==> src/sv/ftd_pkg.sv <==
// Shared types and constants of the task dispatcher.
package ftd_pkg;

    // Task table depth; ids must fit in TID_W bits.
    localparam int NUM_TASKS = 8;
    localparam int TID_W     = 3;
    localparam int IN_TID_W  = 4;
    localparam int PTR_W     = (NUM_TASKS > 1) ? $clog2(NUM_TASKS) : 1;

    localparam logic [TID_W-1:0] IDLE_RESET = TID_W'(7);

    typedef logic [TID_W-1:0] tid_t;

    typedef enum logic [1:0] {
        OP_ACTIVATE    = 2'd0,
        OP_TERMINATE   = 2'd1,
        OP_TICK        = 2'd2,
        OP_SWITCH_DONE = 2'd3
    } opcode_t;

    typedef enum logic [1:0] {
        ST_SUSPENDED = 2'd0,
        ST_READY     = 2'd1,
        ST_RUNNING   = 2'd2,
        ST_WAITING   = 2'd3
    } task_state_t;

    // Ready ring control and status
    typedef struct packed {
        logic push;
        tid_t push_id;
        logic pop;
    } ring_cmd_t;

    typedef struct packed {
        logic empty;
        logic full;
        tid_t head_id;
    } ring_stat_t;

    // Task table updates (at most one write per task per cycle)
    typedef struct packed {
        tid_t act_id;     // lookup and ready-write id
        logic act_en;
        tid_t susp_id;
        logic susp_en;
        tid_t run_id;     // lookup and running-write id
        logic run_en;
    } tbl_cmd_t;

    typedef struct packed {
        logic act_free;   // act_id is suspended or waiting
        logic run_ready;  // run_id is ready
    } tbl_stat_t;

endpackage

==> src/sv/fifo_task_dispatcher_top.sv <==
// Top level of the task dispatcher: request register, decision logic, result register.
// Usage:
//   Requests enter on the in channel (valid/ready): opcode and task_id.
//   Opcodes: activate, terminate current, tick, context switch done.
//   Each request gives exactly one result on the out channel (valid/ready):
//   status, switch_request and a snapshot of the pending (next) and current
//   task registers after the request took effect.
//   The idle task id is written on the cfg channel (cfg_valid/cfg_ready,
//   cfg_data); cfg_ready is always high. Write it only while no request is
//   in flight.
// Flow and throughput:
//   An accepted request is captured in the request register; once the result slot
//   is free or draining, its result is registered (out_valid high until taken).
//   One request per cycle is sustained while results are taken: the state
//   update is a single pass of table lookup plus at most one ring push or pop.
// Reset: all tasks suspended, ring empty, no current task, no ticket, idle id 7.
//   Ring storage is not cleared; it is written before read.
// Back-pressure:
//   While out_ready is low a result is held; one more request may wait in the
//   request register, then in_ready drops until the result is taken.
module fifo_task_dispatcher_top
    import ftd_pkg::*;
(
    input  logic                clk,
    input  logic                rst_n,
    // request channel
    input  logic                in_valid,
    output logic                in_ready,
    input  logic [1:0]          opcode,
    input  logic [IN_TID_W-1:0] task_id,
    // result channel
    output logic                out_valid,
    input  logic                out_ready,
    output logic                status,
    output logic                switch_request,
    output logic [TID_W-1:0]    next_task,
    output logic                next_valid,
    output logic [TID_W-1:0]    current_task,
    output logic                current_valid,
    // idle task register
    input  logic                cfg_valid,
    output logic                cfg_ready,
    input  logic [TID_W-1:0]    cfg_data
);

    // Request register
    logic                req_valid_reg;
    logic                req_valid_next;
    opcode_t             op_reg;
    logic [IN_TID_W-1:0] tid_reg;

    // Dispatcher state
    tid_t idle_reg;
    tid_t cur_id_reg;
    tid_t cur_id_next;
    logic cur_valid_reg;
    logic cur_valid_next;
    tid_t pend_id_reg;
    tid_t pend_id_next;
    logic pend_valid_reg;
    logic pend_valid_next;

    // Result register
    logic out_valid_reg;
    logic out_valid_next;
    logic status_reg;
    logic sw_reg;
    tid_t next_task_reg;
    logic next_valid_reg;
    tid_t cur_task_reg;
    logic cur_valid_out_reg;

    // Decision signals
    logic       adv;
    logic       status_c;
    logic       sw_c;
    logic       bad_id;
    logic       act_ok;
    logic       do_disp;
    logic       pop_ok;
    ring_cmd_t  ring_cmd;
    ring_stat_t ring_stat;
    tbl_cmd_t   tbl_cmd;
    tbl_stat_t  tbl_stat;

    ftd_ring u_ring (
        .clk  (clk),
        .rst_n(rst_n),
        .cmd  (ring_cmd),
        .stat (ring_stat)
    );

    ftd_task_table u_table (
        .clk  (clk),
        .rst_n(rst_n),
        .cmd  (tbl_cmd),
        .stat (tbl_stat)
    );

    // Process the held request when the result slot is free or draining.
    assign adv       = req_valid_reg && (!out_valid_reg || out_ready);
    assign in_ready  = !req_valid_reg || adv;
    assign cfg_ready = 1'b1;

    always_comb
    begin
        req_valid_next = req_valid_reg;
        if (adv)
            req_valid_next = 1'b0;
        if (in_valid && in_ready)
            req_valid_next = 1'b1;
    end

    assign bad_id = (tid_reg >= IN_TID_W'(NUM_TASKS)) ||
                    (tid_reg == {1'b0, idle_reg});
    assign act_ok = adv && (op_reg == OP_ACTIVATE) && !bad_id && tbl_stat.act_free;

    always_comb
    begin
        status_c        = 1'b0;
        sw_c            = 1'b0;
        do_disp         = 1'b0;
        pop_ok          = 1'b0;
        cur_id_next     = cur_id_reg;
        cur_valid_next  = cur_valid_reg;
        pend_id_next    = pend_id_reg;
        pend_valid_next = pend_valid_reg;

        tbl_cmd.act_id  = tid_reg[TID_W-1:0];
        tbl_cmd.act_en  = act_ok;
        tbl_cmd.susp_id = cur_id_reg;
        tbl_cmd.susp_en = 1'b0;
        tbl_cmd.run_id  = ring_stat.head_id;
        tbl_cmd.run_en  = 1'b0;

        ring_cmd.push    = 1'b0;
        ring_cmd.push_id = tid_reg[TID_W-1:0];
        ring_cmd.pop     = 1'b0;

        if (adv)
        begin
            unique case (op_reg)
                OP_ACTIVATE:
                begin
                    status_c = bad_id;
                    if (act_ok)
                    begin
                        ring_cmd.push = 1'b1;
                        if (!cur_valid_reg)
                        begin
                            cur_id_next    = tid_reg[TID_W-1:0];
                            cur_valid_next = 1'b1;
                        end
                        // idle running and no ticket: ask for a switch
                        sw_c = cur_valid_reg && (cur_id_reg == idle_reg) && !pend_valid_reg;
                    end
                end
                OP_TERMINATE:
                begin
                    tbl_cmd.susp_en = cur_valid_reg &&
                                      ({1'b0, cur_id_reg} < (TID_W + 1)'(NUM_TASKS));
                    do_disp = 1'b1;
                end
                OP_TICK:
                    do_disp = !pend_valid_reg && cur_valid_reg && (cur_id_reg == idle_reg);
                OP_SWITCH_DONE:
                begin
                    if (pend_valid_reg)
                    begin
                        cur_id_next     = pend_id_reg;
                        cur_valid_next  = 1'b1;
                        pend_valid_next = 1'b0;
                    end
                end
            endcase

            // Schedule: pop the ring, fall back to idle
            if (do_disp && !pend_valid_reg)
            begin
                ring_cmd.pop = !ring_stat.empty;
                // a task suspended by this same request is no longer ready
                pop_ok = !ring_stat.empty && tbl_stat.run_ready &&
                         !(tbl_cmd.susp_en && (ring_stat.head_id == cur_id_reg));
                tbl_cmd.run_en  = pop_ok;
                pend_id_next    = pop_ok ? ring_stat.head_id : idle_reg;
                pend_valid_next = 1'b1;
                sw_c            = 1'b1;
            end
        end
    end

    always_comb
    begin
        out_valid_next = out_valid_reg;
        if (out_ready)
            out_valid_next = 1'b0;
        if (adv)
            out_valid_next = 1'b1;
    end

    always_ff @(posedge clk or negedge rst_n)
    begin
        if (!rst_n)
        begin
            req_valid_reg  <= 1'b0;
            out_valid_reg  <= 1'b0;
            idle_reg       <= IDLE_RESET;
            cur_id_reg     <= '0;
            cur_valid_reg  <= 1'b0;
            pend_id_reg    <= '0;
            pend_valid_reg <= 1'b0;
        end
        else
        begin
            req_valid_reg  <= req_valid_next;
            out_valid_reg  <= out_valid_next;
            cur_id_reg     <= cur_id_next;
            cur_valid_reg  <= cur_valid_next;
            pend_id_reg    <= pend_id_next;
            pend_valid_reg <= pend_valid_next;
            if (cfg_valid && cfg_ready)
                idle_reg <= cfg_data;
        end
    end

    // Payload registers
    always_ff @(posedge clk)
    begin
        if (in_valid && in_ready)
        begin
            op_reg  <= opcode_t'(opcode);
            tid_reg <= task_id;
        end
        if (adv)
        begin
            status_reg        <= status_c;
            sw_reg            <= sw_c;
            next_task_reg     <= pend_id_next;
            next_valid_reg    <= pend_valid_next;
            cur_task_reg      <= cur_id_next;
            cur_valid_out_reg <= cur_valid_next;
        end
    end

    assign out_valid      = out_valid_reg;
    assign status         = status_reg;
    assign switch_request = sw_reg;
    assign next_task      = next_task_reg;
    assign next_valid     = next_valid_reg;
    assign current_task   = cur_task_reg;
    assign current_valid  = cur_valid_out_reg;

    // A rejected activate never requests a switch.
    assert property (@(posedge clk) disable iff (!rst_n)
        (adv && status_c) |-> !sw_c)
        else $error("switch requested on rejected activate");

    // Once a current task exists it never goes away.
    assert property (@(posedge clk) disable iff (!rst_n)
        !$fell(cur_valid_reg))
        else $error("current task lost");

    // A pending ticket stays put until switch done.
    assert property (@(posedge clk) disable iff (!rst_n)
        (adv && pend_valid_reg && (op_reg != OP_SWITCH_DONE)) |=>
            (pend_valid_reg && (pend_id_reg == $past(pend_id_reg))))
        else $error("pending ticket changed");

    // Push and pop never come from the same request.
    assert property (@(posedge clk) disable iff (!rst_n)
        !(ring_cmd.push && ring_cmd.pop))
        else $error("ring push and pop together");

endmodule

==> src/sv/ftd_ring.sv <==
// Ready ring: FIFO of task ids with one slot kept empty.
module ftd_ring
    import ftd_pkg::*;
(
    input  logic       clk,
    input  logic       rst_n,
    input  ring_cmd_t  cmd,
    output ring_stat_t stat
);

    tid_t             ring_mem [NUM_TASKS];
    tid_t             head_id_reg;
    logic [PTR_W-1:0] head_reg;
    logic [PTR_W-1:0] head_next;
    logic [PTR_W-1:0] tail_reg;
    logic [PTR_W-1:0] tail_next;
    logic [PTR_W-1:0] tail_inc;

    function automatic logic [PTR_W-1:0] ptr_inc(input logic [PTR_W-1:0] p);
        logic [PTR_W-1:0] r;
        if (p == PTR_W'(NUM_TASKS - 1))
            r = '0;
        else
            r = p + PTR_W'(1);
        return r;
    endfunction

    assign tail_inc     = ptr_inc(tail_reg);
    assign stat.empty   = (head_reg == tail_reg);
    assign stat.full    = (tail_inc == head_reg);
    assign stat.head_id = head_id_reg;

    always_comb
    begin
        head_next = head_reg;
        tail_next = tail_reg;
        if (cmd.pop && !stat.empty)
            head_next = ptr_inc(head_reg);
        if (cmd.push && !stat.full)
            tail_next = tail_inc;
    end

    always_ff @(posedge clk or negedge rst_n)
    begin
        if (!rst_n)
        begin
            head_reg <= '0;
            tail_reg <= '0;
        end
        else
        begin
            head_reg <= head_next;
            tail_reg <= tail_next;
        end
    end

    // Storage, no reset; head entry is read ahead for the next cycle
    always_ff @(posedge clk)
    begin
        if (cmd.push && !stat.full)
            ring_mem[tail_reg] <= cmd.push_id;
        // write-through when the new head slot is the one written now
        if (cmd.push && !stat.full && (tail_reg == head_next))
            head_id_reg <= cmd.push_id;
        else
            head_id_reg <= ring_mem[head_next];
    end

endmodule

==> src/sv/ftd_task_table.sv <==
// Per-task state table, one lane of state per task.
module ftd_task_table
    import ftd_pkg::*;
(
    input  logic      clk,
    input  logic      rst_n,
    input  tbl_cmd_t  cmd,
    output tbl_stat_t stat
);

    task_state_t          state_reg  [NUM_TASKS];
    task_state_t          state_next [NUM_TASKS];
    logic [NUM_TASKS-1:0] act_hit;
    logic [NUM_TASKS-1:0] run_hit;
    logic [NUM_TASKS-1:0] susp_hit;
    logic [NUM_TASKS-1:0] free_vec;
    logic [NUM_TASKS-1:0] ready_vec;

    for (genvar i = 0; i < NUM_TASKS; i++)
    begin : g_lane
        assign act_hit[i]   = (cmd.act_id  == TID_W'(i));
        assign run_hit[i]   = (cmd.run_id  == TID_W'(i));
        assign susp_hit[i]  = (cmd.susp_id == TID_W'(i));
        assign free_vec[i]  = (state_reg[i] == ST_SUSPENDED) ||
                              (state_reg[i] == ST_WAITING);
        assign ready_vec[i] = (state_reg[i] == ST_READY);

        always_comb
        begin
            state_next[i] = state_reg[i];
            priority if (cmd.susp_en && susp_hit[i])
                state_next[i] = ST_SUSPENDED;
            else if (cmd.run_en && run_hit[i])
                state_next[i] = ST_RUNNING;
            else if (cmd.act_en && act_hit[i])
                state_next[i] = ST_READY;
            else
                state_next[i] = state_reg[i];
        end

        always_ff @(posedge clk or negedge rst_n)
        begin
            if (!rst_n)
                state_reg[i] <= ST_SUSPENDED;
            else
                state_reg[i] <= state_next[i];
        end
    end

    assign stat.act_free  = |(free_vec & act_hit);
    assign stat.run_ready = |(ready_vec & run_hit);

endmodule
==> config.mk <==
export PLATFORM = sky130hd
export DESIGN_NAME = fifo_task_dispatcher_top
export DESIGN_NICKNAME = d
export VERILOG_FILES = /design/src/sv/ftd_pkg.sv /design/src/sv/fifo_task_dispatcher_top.sv /design/src/sv/ftd_ring.sv /design/src/sv/ftd_task_table.sv
export SDC_FILE = /design/constraint.sdc
export NUM_CORES = 1
export LEC_CHECK = 0
export ABC_AREA = 1
export BUFFER_PORTS_ARGS = -buffer_cell sky130_fd_sc_hd__buf_2
export CELL_PAD_IN_SITES_DETAIL_PLACEMENT = 1
export CELL_PAD_IN_SITES_GLOBAL_PLACEMENT = 2
export CORE_ASPECT_RATIO = 2
export CORE_MARGIN = 4
export CORE_UTILIZATION = 37
export DETAILED_ROUTE_END_ITERATION = 6
export PLACE_DENSITY_LB_ADDON = 0.1
export SLEW_MARGIN = 20
export SYNTH_ARGS = -nofsm -noshare
export SYNTH_HDL_FRONTEND = slang
export SYNTH_SLANG_ARGS = --single-unit
==> constraint.sdc <==
create_clock -name clk -period 2.99 [get_ports clk]
set_clock_uncertainty 0.05 [all_clocks]
set_input_delay 0.598 -clock clk [delete_from_list [all_inputs] [get_ports clk]]
set_output_delay 0.598 -clock clk [all_outputs]
set_load 0.05 [all_outputs]
==> metrics.log, run 1 <==
[metrics] critical path depth in cells: 10
[metrics] run status: completed
[metrics] data arrival at the endpoint of the critical path: 2.51 ns
[metrics] clock root cell: sky130_fd_sc_hd__clkbuf_16
[metrics] flop and latch count out of synthesis: 78
[metrics] beginning of the critical path: idle_reg[0]$_DFFE_PN1P_
[metrics] top library cells by usage in the layout, fill and taps aside: sky130_fd_sc_hd__nand2_1, sky130_fd_sc_hd__inv_1, sky130_fd_sc_hd__nand3_1, sky130_fd_sc_hd__nor2_1, sky130_fd_sc_hd__edfxtp_1
[metrics] cell with the largest stage delay on the worst path: sky130_fd_sc_hd__dfstp_2
[metrics] maximum buffer depth of the clock tree: 2
[metrics] most common library cell in the layout ignoring fill and taps: sky130_fd_sc_hd__nand2_1
[metrics] width of the chip: 83.54 microns
[metrics] vias in the first global route: 3763
[metrics] CP max FO: 19
[metrics] Static Leakage: 2.308 nW
[metrics] Power Density: 924.2 nW/um^2
[metrics] num ports: 27
[metrics] Least-Margin Pin Slew: 0.8565 ns
[metrics] post-synthesis area per instance: 8.497 sq um
[metrics] number of levels in the clock H-tree: 3
[metrics] Maximum Capacitance Violations: 0
[metrics] Clk pin slew, worst setup/hold paths: 0.06 ns
[metrics] WL final: 12430 microns
[metrics] clk sink count: 78
[metrics] CTS tree: built
[metrics] post-CTS setup buffer count: 0
[metrics] Die Area: 13290 sq um
[metrics] Slew HR: 42.90%
[metrics] Diodes inserted: 0
[metrics] # DRC: 0
[metrics] top achievable clock speed: 0.3958 GHz
[metrics] post-cts hold buffer count: 0
[metrics] gr ovfl total: 0
[metrics] cell area after technology mapping: 4223 sq um
[metrics] startpoint of the worst-slack reg-to-reg timing path: idle_reg[0]$_DFFE_PN1P_
[metrics] remaining number of nets flagged by the antenna check after routing: 0
[metrics] total of cells resized after clock tree synthesis: 0
[metrics] worst ir drop on vdd: 0.5435 mV
[metrics] count of input and output buffers: 25
[metrics] detailed-routing iteration count for the pre-antenna-repair pass: 4
[metrics] max reg flops: 24
[metrics] starting density of the core: 37.65%
[metrics] type of origin of the critical path: flop
[metrics] Register-to-Register Path Depth: 10
[metrics] number of library cell types mapped by synthesis: 41
[metrics] Syn Inst Count: 497
[metrics] type of the setup path with the least slack: flop to flop
[metrics] later-pin clock latency in the skew report: 0.34 ns
[metrics] number of nets in the layout: 562
[metrics] area delta synth->final: 14.34%
[metrics] yosys synthesis warning count: 0
[metrics] final-report setup violation count: 0
[metrics] DR iter-0 viols: 93
[metrics] worst hold margin: 0.3163 ns
[metrics] capture point of the worst path: u_ring.ring_mem[6][1]$_DFFE_PP_
[metrics] required time worst endpoint: 2.98 ns
[metrics] routed len/inst: 18.30 microns
[metrics] pin count of the biggest net entering global routing: 36
[metrics] delay of the slowest cell on the worst path: 0.56 ns
[metrics] net count of the mapped netlist: 527
[metrics] via density per instance: 4.909
[metrics] first-pass GRT wire length: 19570 microns
[metrics] r2r setup slk: 0.46 ns
[metrics] RePlAce Congestion: 0.8269
[metrics] FF-to-FF End: u_ring.ring_mem[6][1]$_DFFE_PP_
[metrics] Tcrit/Tclk final: 84.51%
[metrics] DR vias: 3333
[metrics] die height: 159.1 microns
[metrics] antenna violations before repair: 0
[metrics] kind of cell adding the most delay to the critical path: simple AND/OR/NAND/NOR gates
[metrics] Total Routing Usage GR: 19.49%
[metrics] cts bufs inserted: 9
[metrics] Buf/Inv on CP: 3
[metrics] Row Count: 55
[metrics] fraction of final layout cells with drive strength greater than 1: 14.90%
[metrics] worst min path class: primary input to async pin
[metrics] minimum period implied by the final worst setup slack: 2.527 ns
[metrics] Placeable Area: 11220 sq um
[metrics] post-detail-place hpwl: 10350 microns
[metrics] RSZ-0062 raised after global routing: no
[metrics] fin. max-slew vios: 0
[metrics] cell-by-cell listing of the critical path: inv_1 > o21ai_0 > inv_1 > a31o_1 > nor3_4 > nand2_4 > clkinv_2 > nand2_4 > or2_4 > nor2_2
[metrics] endpoint class of the critical path: flop
[metrics] sequential fraction of the synthesis area: 50.70%
[metrics] setup TNS after final layout: 0 ns
[metrics] final-report hold violation count: 0
-- per-stage QoR --
| stage | cells | total power, mW | area, sq um | setup slack (ns) | utilization (%) |
|---|---|---|---|---|---|
| detailed placement | 663 | 3.411 | 4528 | 0.4154 | 40.37 |
| CTS | 679 | 4.526 | 4828 | 0.4042 | 43.05 |
| global route | 679 | 4.787 | 4828 | 0.2089 | 43.05 |
| floorplan | 497 | 2.813 | 4223 | 0.7422 | - |
| finish | 679 | 4.462 | 4828 | 0.4632 | 43.05 |
| global placement | 663 | 3.375 | 4528 | 0.4759 | 40.37 |
-- worst min path at each step --
stage                           from                               end  cells after the start
6_report                       rst_n  u_table.state_reg[0]$_DFFE_PN0P_                      1
5_1_grt                        rst_n  u_table.state_reg[2]$_DFFE_PN0P_                      1
4_1_cts                        rst_n  u_table.state_reg[2]$_DFFE_PN0P_                      1
3_5_place_dp   out_valid$_DFFE_PN0P_             out_valid$_DFFE_PN0P_                      2
3_3_place_gp   out_valid$_DFFE_PN0P_             out_valid$_DFFE_PN0P_                      2
2_1_floorplan                  rst_n           cur_id_reg[0]$_DFF_PN0_                      0
-- kinds of logic (layout without fill, tap and decap cells) --
logic type	count (synthesis)	in the layout	share of synthesized area, %
fa+ha+maj	16	16	4.741
xor+xnor	7	7	1.452
simple gates	237	237	25.39
flops	78	78	50.70
compound gates	54	54	7.644
other cells	1	1	0.08880
buf+inv	104	144	9.985
-- worst register-to-register path, cell delays in order, from the launching register on --
cell                       delay (ns)
sky130_fd_sc_hd__dfstp_2         0.56
sky130_fd_sc_hd__inv_1           0.08
sky130_fd_sc_hd__o21ai_0         0.15
sky130_fd_sc_hd__inv_1           0.05
sky130_fd_sc_hd__a31o_1          0.25
sky130_fd_sc_hd__nor3_4          0.23
sky130_fd_sc_hd__nand2_4         0.21
sky130_fd_sc_hd__clkinv_2        0.14
sky130_fd_sc_hd__nand2_4         0.07
sky130_fd_sc_hd__or2_4           0.27
sky130_fd_sc_hd__nor2_2          0.16
-- layout make-up --
| class | instances | area [sq um] |
|---|---|---|
| clock buffer | 10 | 229.0 |
| timing repair buffer | 34 | 192.7 |
| fill | 1370 | 6389 |
| tap | 142 | 177.7 |
| multi-input combinational | 315 | 1660 |
| clock inverter | 6 | 71.32 |
| sequential | 78 | 2141 |
| inverter | 94 | 356.6 |
-- routing by layer --
| layer | global-route usage [%] | vias to the layer above | wire length, microns | share of wire [%] |
|---|---|---|---|---|
| met2 | 42.51 | 49 | 7916 | 64 |
| met5 | 0 | - | 0 | 0 |
| met1 | 16.24 | 1603 | 3871 | 31 |
| met3 | 2.382 | 22 | 248 | 2.0 |
| li1 | - | 1659 | - | - |
| met4 | 8.492 | 0 | 391 | 3.1 |
-- power by group --
group	internal, mW	leakage [nW]	switching (mW)
Sequential	1.35	0.833	0.213
Clock	0.654	0.146	0.442
Combinational	0.549	1.33	1.25
-- synth_stat cells --
library cell                  n  area share [%]
sky130_fd_sc_hd__nand2_1    108             9.6
sky130_fd_sc_hd__inv_1       87             7.7
sky130_fd_sc_hd__nand3_1     52             6.2
sky130_fd_sc_hd__nor2_1      44             3.9
sky130_fd_sc_hd__edfxtp_1    40              28
sky130_fd_sc_hd__dfrtp_1     32              19
sky130_fd_sc_hd__o21ai_0     20             2.4
sky130_fd_sc_hd__ha_1        16             4.7
sky130_fd_sc_hd__a21oi_1     15             1.8
sky130_fd_sc_hd__nand4_1     11             1.6
sky130_fd_sc_hd__nor2_2       7             1.0
sky130_fd_sc_hd__o21bai_1     7             1.2
sky130_fd_sc_hd__inv_2        5            0.44
sky130_fd_sc_hd__buf_4        4            0.71
sky130_fd_sc_hd__xor2_1       4            0.83
sky130_fd_sc_hd__a21boi_0     3            0.53
sky130_fd_sc_hd__buf_2        3            0.36
sky130_fd_sc_hd__dfstp_2      3             1.9
sky130_fd_sc_hd__dfxtp_1      3             1.4
sky130_fd_sc_hd__nand2_2      3            0.44
sky130_fd_sc_hd__nand2_4      3            0.80
sky130_fd_sc_hd__o21ai_1      3            0.36
sky130_fd_sc_hd__xnor2_1      3            0.62
sky130_fd_sc_hd__nor3_1       2            0.24
sky130_fd_sc_hd__o22ai_1      2            0.30
sky130_fd_sc_hd__or2_2        2            0.30
sky130_fd_sc_hd__a21oi_2      1            0.21
sky130_fd_sc_hd__a31o_1       1            0.21
sky130_fd_sc_hd__buf_6        1            0.27
sky130_fd_sc_hd__clkbuf_1     1           0.089
sky130_fd_sc_hd__clkbuf_2     1            0.12
sky130_fd_sc_hd__clkinv_2     1            0.12
sky130_fd_sc_hd__conb_1       1           0.089
sky130_fd_sc_hd__inv_4        1            0.15
sky130_fd_sc_hd__nand3_2      1            0.24
sky130_fd_sc_hd__nor3_4       1            0.39
sky130_fd_sc_hd__nor4_2       1            0.30
sky130_fd_sc_hd__o2111ai_2    1            0.36
sky130_fd_sc_hd__o22ai_2      1            0.30
sky130_fd_sc_hd__or2_1        1            0.15
sky130_fd_sc_hd__or2_4        1            0.21
No activity file was read; power rests on OpenSTA's default activity.
==> run 2, diff against run 1 <==
- clock period: 2.99 -> 2.4 ns (I/O delays scaled with it)
==> run 2 against run 1 <==
Sequential share of layout area decreased by 3.1 points. Core utilization increased by 3.3 points. Via count increased by 5.8%. Design area increased by 7.7%. Sequential cell count unchanged. Non-clock buffer count increased by 34. Critical path depth unchanged. Global-route usage increased by 0.25 points. Wire length increased by 2.1%. Die area unchanged.
==> metrics.log, run 2 (synthesis results as in run 1) <==
[metrics] run status: completed
[metrics] number of levels in the clock H-tree: 3 (unchanged)
[metrics] top library cells by usage in the layout, fill and taps aside: sky130_fd_sc_hd__nand2_1, sky130_fd_sc_hd__inv_1, sky130_fd_sc_hd__nand3_1, sky130_fd_sc_hd__nor2_1, sky130_fd_sc_hd__buf_4
[metrics] Static Leakage: 2.500 nW (+8.3%)
[metrics] setup ws final: 0.1017 ns (-0.3615 ns)
[metrics] gr ovfl total: 0 (unchanged)
[metrics] kind of cell adding the most delay to the critical path: simple AND/OR/NAND/NOR gates
[metrics] number of nets in the layout: 596 (+6.0%)
[metrics] Placeable Area: 11220 sq um (unchanged)
[metrics] via density per instance: 4.945 (+0.75%)
[metrics] cts bufs inserted: 9 (unchanged)
[metrics] minimum period implied by the final worst setup slack: 2.298 ns (-0.2285 ns)
[metrics] most common library cell in the layout ignoring fill and taps: sky130_fd_sc_hd__nand2_1
[metrics] CP max FO: 4 (-15)
[metrics] worst ir drop on vdd: 0.5241 mV (-3.6%)
[metrics] final-report setup violation count: 0 (unchanged)
[metrics] Maximum Capacitance Violations: 0 (unchanged)
[metrics] post-cts hold buffer count: 0 (unchanged)
[metrics] first-pass GRT wire length: 20110 microns (+2.7%)
[metrics] number of filler instances in the final layout: 1359 (-0.80%)
[metrics] cell-by-cell listing of the critical path: inv_1 > o21ai_0 > inv_1 > a31o_1 > nor3_4 > nand2_4 > clkinv_2 > nand2_4 > or2_4 > nor2_4
[metrics] # DRC: 0 (unchanged)
[metrics] WL final: 12690 microns (+2.1%)
[metrics] Tcrit/Tclk final: 95.76% (+11 points)
[metrics] fin. max-slew vios: 0 (unchanged)
[metrics] worst slack after detailed placement: -0.01094 ns (-0.4264 ns)
[metrics] Total Routing Usage GR: 19.73% (+0.25 points)
[metrics] type of origin of the critical path: flop
[metrics] clock root cell: sky130_fd_sc_hd__clkbuf_16
[metrics] worst min path class: primary input to async pin
[metrics] routed len/inst: 17.79 microns (-2.8%)
[metrics] count of input and output buffers: 25 (unchanged)
[metrics] num ports: 27 (unchanged)
[metrics] data arrival at the endpoint of the critical path: 2.29 ns (-0.22 ns)
[metrics] area delta synth->final: 23.14%
[metrics] setup TNS after final layout: 0 ns (unchanged)
[metrics] Least-Margin Pin Slew: 0.8780 ns (+0.02154 ns)
[metrics] worst hold margin: 0.2148 ns (-0.1015 ns)
[metrics] antenna violations before repair: 0 (unchanged)
[metrics] Power Density: 1148 nW/um^2 (+24%)
[metrics] required time worst endpoint: 2.39 ns (-0.59 ns)
[metrics] vias in the first global route: 3881 (+3.1%)
[metrics] pin count of the biggest net entering global routing: 36 (unchanged)
[metrics] number of placed instances, taps included: 691 (+4.2%)
[metrics] final-report hold violation count: 0 (unchanged)
[metrics] width of the chip: 83.54 microns (unchanged)
[metrics] post-detail-place hpwl: 10330 microns (-0.21%)
[metrics] type of the setup path with the least slack: flop to flop
[metrics] Buf/Inv on CP: 3 (unchanged)
[metrics] detailed-routing iteration count for the pre-antenna-repair pass: 4 (unchanged)
[metrics] remaining number of nets flagged by the antenna check after routing: 0 (unchanged)
[metrics] starting density of the core: 37.65% (unchanged)
[metrics] CTS tree: built
[metrics] Slew HR: 41.47% (-1.4 points)
[metrics] clk sink count: 78 (unchanged)
[metrics] die height: 159.1 microns (unchanged)
[metrics] maximum buffer depth of the clock tree: 2 (unchanged)
[metrics] Die Area: 13290 sq um (unchanged)
[metrics] DR vias: 3526 (+5.8%)
[metrics] endpoint class of the critical path: flop
[metrics] max reg flops: 24 (unchanged)
[metrics] RePlAce Congestion: 0.8783 (+6.2%)
[metrics] later-pin clock latency in the skew report: 0.34 ns (about the same)
[metrics] Finished Layout Cells: 713 (+5.0%)
[metrics] cell with the largest stage delay on the worst path: sky130_fd_sc_hd__dfstp_2
[metrics] top achievable clock speed: 0.4351 GHz (+9.9%)
[metrics] Diodes inserted: 0 (unchanged)
[metrics] Row Count: 55 (unchanged)
[metrics] DR iter-0 viols: 117 (+26%)
[metrics] Clk pin slew, worst setup/hold paths: 0.06 ns (about the same)
[metrics] delay of the slowest cell on the worst path: 0.53 ns (-0.03 ns)
[metrics] fraction of final layout cells with drive strength greater than 1: 23.12% (+8.2 points)
[run 2: changes by cell type in the layout (fill, tap and decap cells not counted), moves of 2 or more]
| cell | previous run | this run |
|---|---|---|
| sky130_fd_sc_hd__nand2_2 | 3 | 1 |
| sky130_fd_sc_hd__nand2_4 | 3 | 5 |
| sky130_fd_sc_hd__nor2_1 | 44 | 41 |
| sky130_fd_sc_hd__clkinv_4 | 3 | 1 |
| sky130_fd_sc_hd__buf_4 | 9 | 41 |
| sky130_fd_sc_hd__nor2_4 | 0 | 4 |
| sky130_fd_sc_hd__nand3_1 | 52 | 44 |
| sky130_fd_sc_hd__nand3_2 | 1 | 9 |
| sky130_fd_sc_hd__buf_6 | 0 | 2 |
| sky130_fd_sc_hd__inv_1 | 87 | 85 |
| sky130_fd_sc_hd__inv_6 | 0 | 2 |
[run 2: path summary, 6_finish.rpt]
check / startpoint / endpoint / slack [ns] / cells after the start
max: idle_reg[0]$_DFFE_PN1P_ / u_ring.ring_mem[6][0]$_DFFE_PP_ / 0.10 / 10
min: rst_n / u_table.state_reg[10]$_DFFE_PN0P_ / 0.21 / 1
max reg2reg: idle_reg[0]$_DFFE_PN1P_ / u_ring.ring_mem[6][0]$_DFFE_PP_ / 0.10 / 10
min reg2reg: pend_id_reg[2]$_DFF_PN0_ / pend_id_reg[2]$_DFF_PN0_ / 0.47 / 2
max in group asynchronous: rst_n / u_table.state_reg[3]$_DFFE_PN0P_ / 1.53 / 1
min in group clk: task_id[3] / tid_reg[3]$_DFFE_PP_ / 0.26 / 1
[run 2: final cells by class]
class,instances,area [sq um],area share (%)
flip-flops and latches,78,2145,41.24
clock inverters,6,68.82,1.323
clock buffers,10,229.0,4.403
well taps,142,177.7,3.417
multi-input cells,315,1765,33.95
repair buffers,68,455.4,8.758
inverters,94,359.1,6.906
[run 2: power breakdown]
group	switching (mW)	leakage, nW	internal, mW
Combinational	1.74	1.52	0.970
Sequential	0.219	0.834	1.69
Clock	0.535	0.143	0.812
Total	2.50	2.50	3.47
[run 2: routing by layer]
metal / part of all wire [%] / global-route usage, % / wire length [microns]
met5: 0 / 0 / 0
met4: 3.5 / 9.004 / 444
met3: 1.5 / 2.693 / 192
met2: 61 / 41.05 / 7795
met1: 34 / 17.90 / 4254
[run 2: metrics by stage]
stage	power, mW	area, sq um	utilization [%]
2_1_floorplan	3.505	4223	-
4_1_cts	5.857	5052	45.04
3_3_place_gp	4.396	4738	42.24
6_report	5.972	5200	46.36
3_5_place_dp	4.448	4738	42.24
5_1_grt	6.423	5200	46.36
[run 2: repair_timing]
action / in CTS / in global routing
setup endpoints to repair: 22 / 50
setup buffers: 1 / 5
gates resized for setup: 2 / 27
pin swaps: 1 / 3
==> run 3, diff against run 2 <==
==> constraint.sdc (replaced) <==
create_clock -name clk -period 2.4 [get_ports clk]
set_clock_uncertainty 0.05 [all_clocks]
set_input_delay 0.36 -clock clk [delete_from_list [all_inputs] [get_ports clk]]
set_output_delay 0.36 -clock clk [all_outputs]
set_load 0.05 [all_outputs]
==> run 3 against run 2 <==
Non-clock buffer count decreased by 3. Maximum frequency down 1.1%. Sequential share of layout area rose by 0.56 points. Wire length about the same. Die area did not move. Register-to-register slack worse by 0.03 ns. Sequential power hardly changed. Global-route usage rose by 0.17 points. Design area shrank 1.4%. Total power down 3.2%. Critical path type unchanged. Sequential cell count did not move. Critical path depth did not move.
==> metrics.log, run 3 (synthesis results as in run 1) <==
[metrics] run status: completed
[metrics] number of levels in the clock H-tree: 3 (unchanged)
[metrics] final-report setup violation count: 0 (unchanged)
[metrics] area delta synth->final: 21.36%
[metrics] post-placement cell area: 4731 sq um (-0.16%)
[metrics] num ports: 27 (unchanged)
[metrics] RePlAce Congestion: 0.8773 (-0.11%)
[metrics] top library cells by usage in the layout, fill and taps aside: sky130_fd_sc_hd__nand2_1, sky130_fd_sc_hd__inv_1, sky130_fd_sc_hd__nand3_1, sky130_fd_sc_hd__nor2_1, sky130_fd_sc_hd__edfxtp_1
[metrics] number of placed instances, taps included: 690 (-0.14%)
[metrics] setup ws final: 0.07630 ns (-0.02540 ns)
[metrics] cell-by-cell listing of the critical path: inv_1 > nand3_1 > o22ai_1 > nor2_1 > o2111ai_2 > nand2_4 > clkinv_2 > nand2_4 > or2_4 > nor2_4
[metrics] RSZ-0062 raised after global routing: yes
[metrics] Slew HR: 39.44% (-2.0 points)
[metrics] switching part of the total: 42.52% (+0.71 points)
[metrics] gr ovfl total: 0 (unchanged)
[metrics] Clk pin slew, worst setup/hold paths: 0.06 ns (about the same)
[metrics] WL final: 12680 microns (about the same)
[metrics] Static Leakage: 2.459 nW (-1.6%)
[metrics] most used cell, CP: sky130_fd_sc_hd__nand2_4
[metrics] Least-Margin Pin Slew: 0.9084 ns (+0.03041 ns)
[metrics] via density per instance: 4.925 (-0.40%)
[metrics] remaining number of nets flagged by the antenna check after routing: 0 (unchanged)
[metrics] Diodes inserted: 0 (unchanged)
[metrics] most common library cell in the layout ignoring fill and taps: sky130_fd_sc_hd__nand2_1
[metrics] final-report hold violation count: 0 (unchanged)
[metrics] number of nets in the layout: 593 (-0.50%)
[metrics] worst hold margin: 0.1084 ns (-0.1064 ns)
[metrics] clock root cell: sky130_fd_sc_hd__clkbuf_16
[metrics] Finished Layout Cells: 710 (-0.42%)
[metrics] CTS tree: built
[metrics] part of the total power dissipated in sequential elements: 32.9% (+0.9 points)
[metrics] antenna violations before repair: 0 (unchanged)
[metrics] endpoint class of the critical path: flop
[metrics] delay of the slowest cell on the worst path: 0.51 ns (-0.02 ns)
[metrics] Placeable Area: 11220 sq um (unchanged)
[metrics] starting density of the core: 37.65% (unchanged)
[metrics] Register-to-Register Path Depth: 10 (unchanged)
[metrics] routed len/inst: 17.85 microns (+0.34%)
[metrics] Tcrit/Tclk final: 96.82% (+1.1 points)
[metrics] minimum period implied by the final worst setup slack: 2.324 ns (+0.02540 ns)
[metrics] Clk network pwr share: 21.8% (-0.8 points)
[metrics] count of input and output buffers: 25 (unchanged)
[metrics] total power of the final layout: 5.780 mW (-3.2%)
[metrics] cts bufs inserted: 9 (unchanged)
[metrics] cell with the largest stage delay on the worst path: sky130_fd_sc_hd__edfxtp_1
[metrics] Power Density: 1128 nW/um^2 (-1.8%)
[metrics] Total Routing Usage GR: 19.90% (+0.17 points)
[metrics] worst min path class: primary input to async pin
[metrics] fraction of final layout cells with drive strength greater than 1: 21.65% (-1.5 points)
[metrics] power spent charging and discharging nets: 2.458 mW (-1.6%)
[metrics] type of origin of the critical path: flop
[metrics] # DRC: 0 (unchanged)
[metrics] die height: 159.1 microns (unchanged)
[metrics] CP max FO: 6 (+2)
[metrics] later-pin clock latency in the skew report: 0.34 ns (about the same)
[metrics] type of the setup path with the least slack: flop to flop
[metrics] post-detail-place hpwl: 10230 microns (-0.92%)
[metrics] top achievable clock speed: 0.4303 GHz (-1.1%)
[metrics] width of the chip: 83.54 microns (unchanged)
[metrics] max reg flops: 24 (unchanged)
[metrics] first-pass GRT wire length: 20100 microns (about the same)
[metrics] pin count of the biggest net entering global routing: 36 (unchanged)
[metrics] fin. max-slew vios: 0 (unchanged)
[metrics] Maximum Capacitance Violations: 0 (unchanged)
[metrics] Row Count: 55 (unchanged)
[metrics] internal power consumption: 3.322 mW (-4.4%)
[metrics] data arrival at the endpoint of the critical path: 2.32 ns (+0.03 ns)
[metrics] combinational share of power: 45.3% (about the same)
[metrics] maximum buffer depth of the clock tree: 2 (unchanged)
[metrics] DR iter-0 viols: 70 (-40%)
[metrics] detailed-routing iteration count for the pre-antenna-repair pass: 4 (unchanged)
[metrics] final cell area excluding filler cells: 5125 sq um (-1.4%)
[metrics] required time worst endpoint: 2.39 ns (about the same)
[metrics] DR vias: 3497 (-0.82%)
[metrics] clk sink count: 78 (unchanged)
[metrics] worst slack after detailed placement: -0.01428 ns (-0.003347 ns)
[metrics] vias in the first global route: 3931 (+1.3%)
[metrics] Die Area: 13290 sq um (unchanged)
[metrics] worst ir drop on vdd: 0.7546 mV (+44%)
[metrics] post-cts hold buffer count: 0 (unchanged)
-- run 3: changes by cell type in the layout (fill, tap and decap cells not counted), sizes merged --
| cell | change |
|---|---|
| inv | -2 |
| clkbuf | +1 |
| bufinv | -1 |
| buf | -3 |
| clkinvlp | +2 |
-- run 3: critical path, delay by kind of cell (launching register included) --
kind,cells,cell delay (ns)
AND/OR/NAND/NOR,6,0.83
flip-flops,1,0.51
buffers and inverters,2,0.32
AO/OA/AOI/OAI,2,0.31
-- run 3: per-layer routing --
metal / share of wire [%] / track usage, % / vias to the layer above
met3: 1.7 / 2.486 / 26
met4: 4.2 / 9.956 / 0
li1: - / - / 1726
met1: 34 / 18.34 / 1692
met2: 60 / 40.79 / 53
met5: 0 / 0 / -
-- run 3: repair_timing --
action                     4_1_cts  5_1_grt
setup endpoints to repair        5       47
pin swaps                        1        0
setup buffers                    1        3
gates resized for setup          2       20
-- run 3: power groups by stage --
stage	logic [mW]	registers, mW	clock network [mW]
global route	2.91	1.94	1.36
CTS	2.56	1.90	1.30
floorplan	1.50	2.01	0
global placement	2.47	1.92	0
detailed placement	2.52	1.92	0
finish	2.62	1.90	1.26
-- run 3: path summary, 6_finish.rpt --
path,startpoint,to,slack (ns)
min in group clk,opcode[0],op_reg[0]$_DFFE_PP_,0.14
max in group asynchronous,rst_n,u_table.state_reg[2]$_DFFE_PN0P_,1.62
worst min-delay path,rst_n,u_table.state_reg[10]$_DFFE_PN0P_,0.11
worst min register to register,pend_id_reg[2]$_DFF_PN0_,pend_id_reg[2]$_DFF_PN0_,0.46
worst max register to register,tid_reg[2]$_DFFE_PP_,u_ring.ring_mem[4][1]$_DFFE_PP_,0.08
worst max-delay path,tid_reg[2]$_DFFE_PP_,u_ring.ring_mem[4][1]$_DFFE_PP_,0.08
-- run 3: stage by stage --
step	utilization, %	setup TNS, ns
global placement	42.18	-0.009398
floorplan	-	0
finish	45.69	0
detailed placement	42.18	-0.01428
CTS	44.81	0
global route	45.69	-0.1278
-- run 3: final cells by class --
type                            count  area (sq um)
Fill cell                        1368          6092
Timing Repair Buffer               65         432.9
Clock inverter                      5         36.28
Clock buffer                       11         242.7
Inverter                           94         359.1
Tap cell                          142         177.7
Multi-Input combinational cell    315          1734
Sequential cell                    78          2142
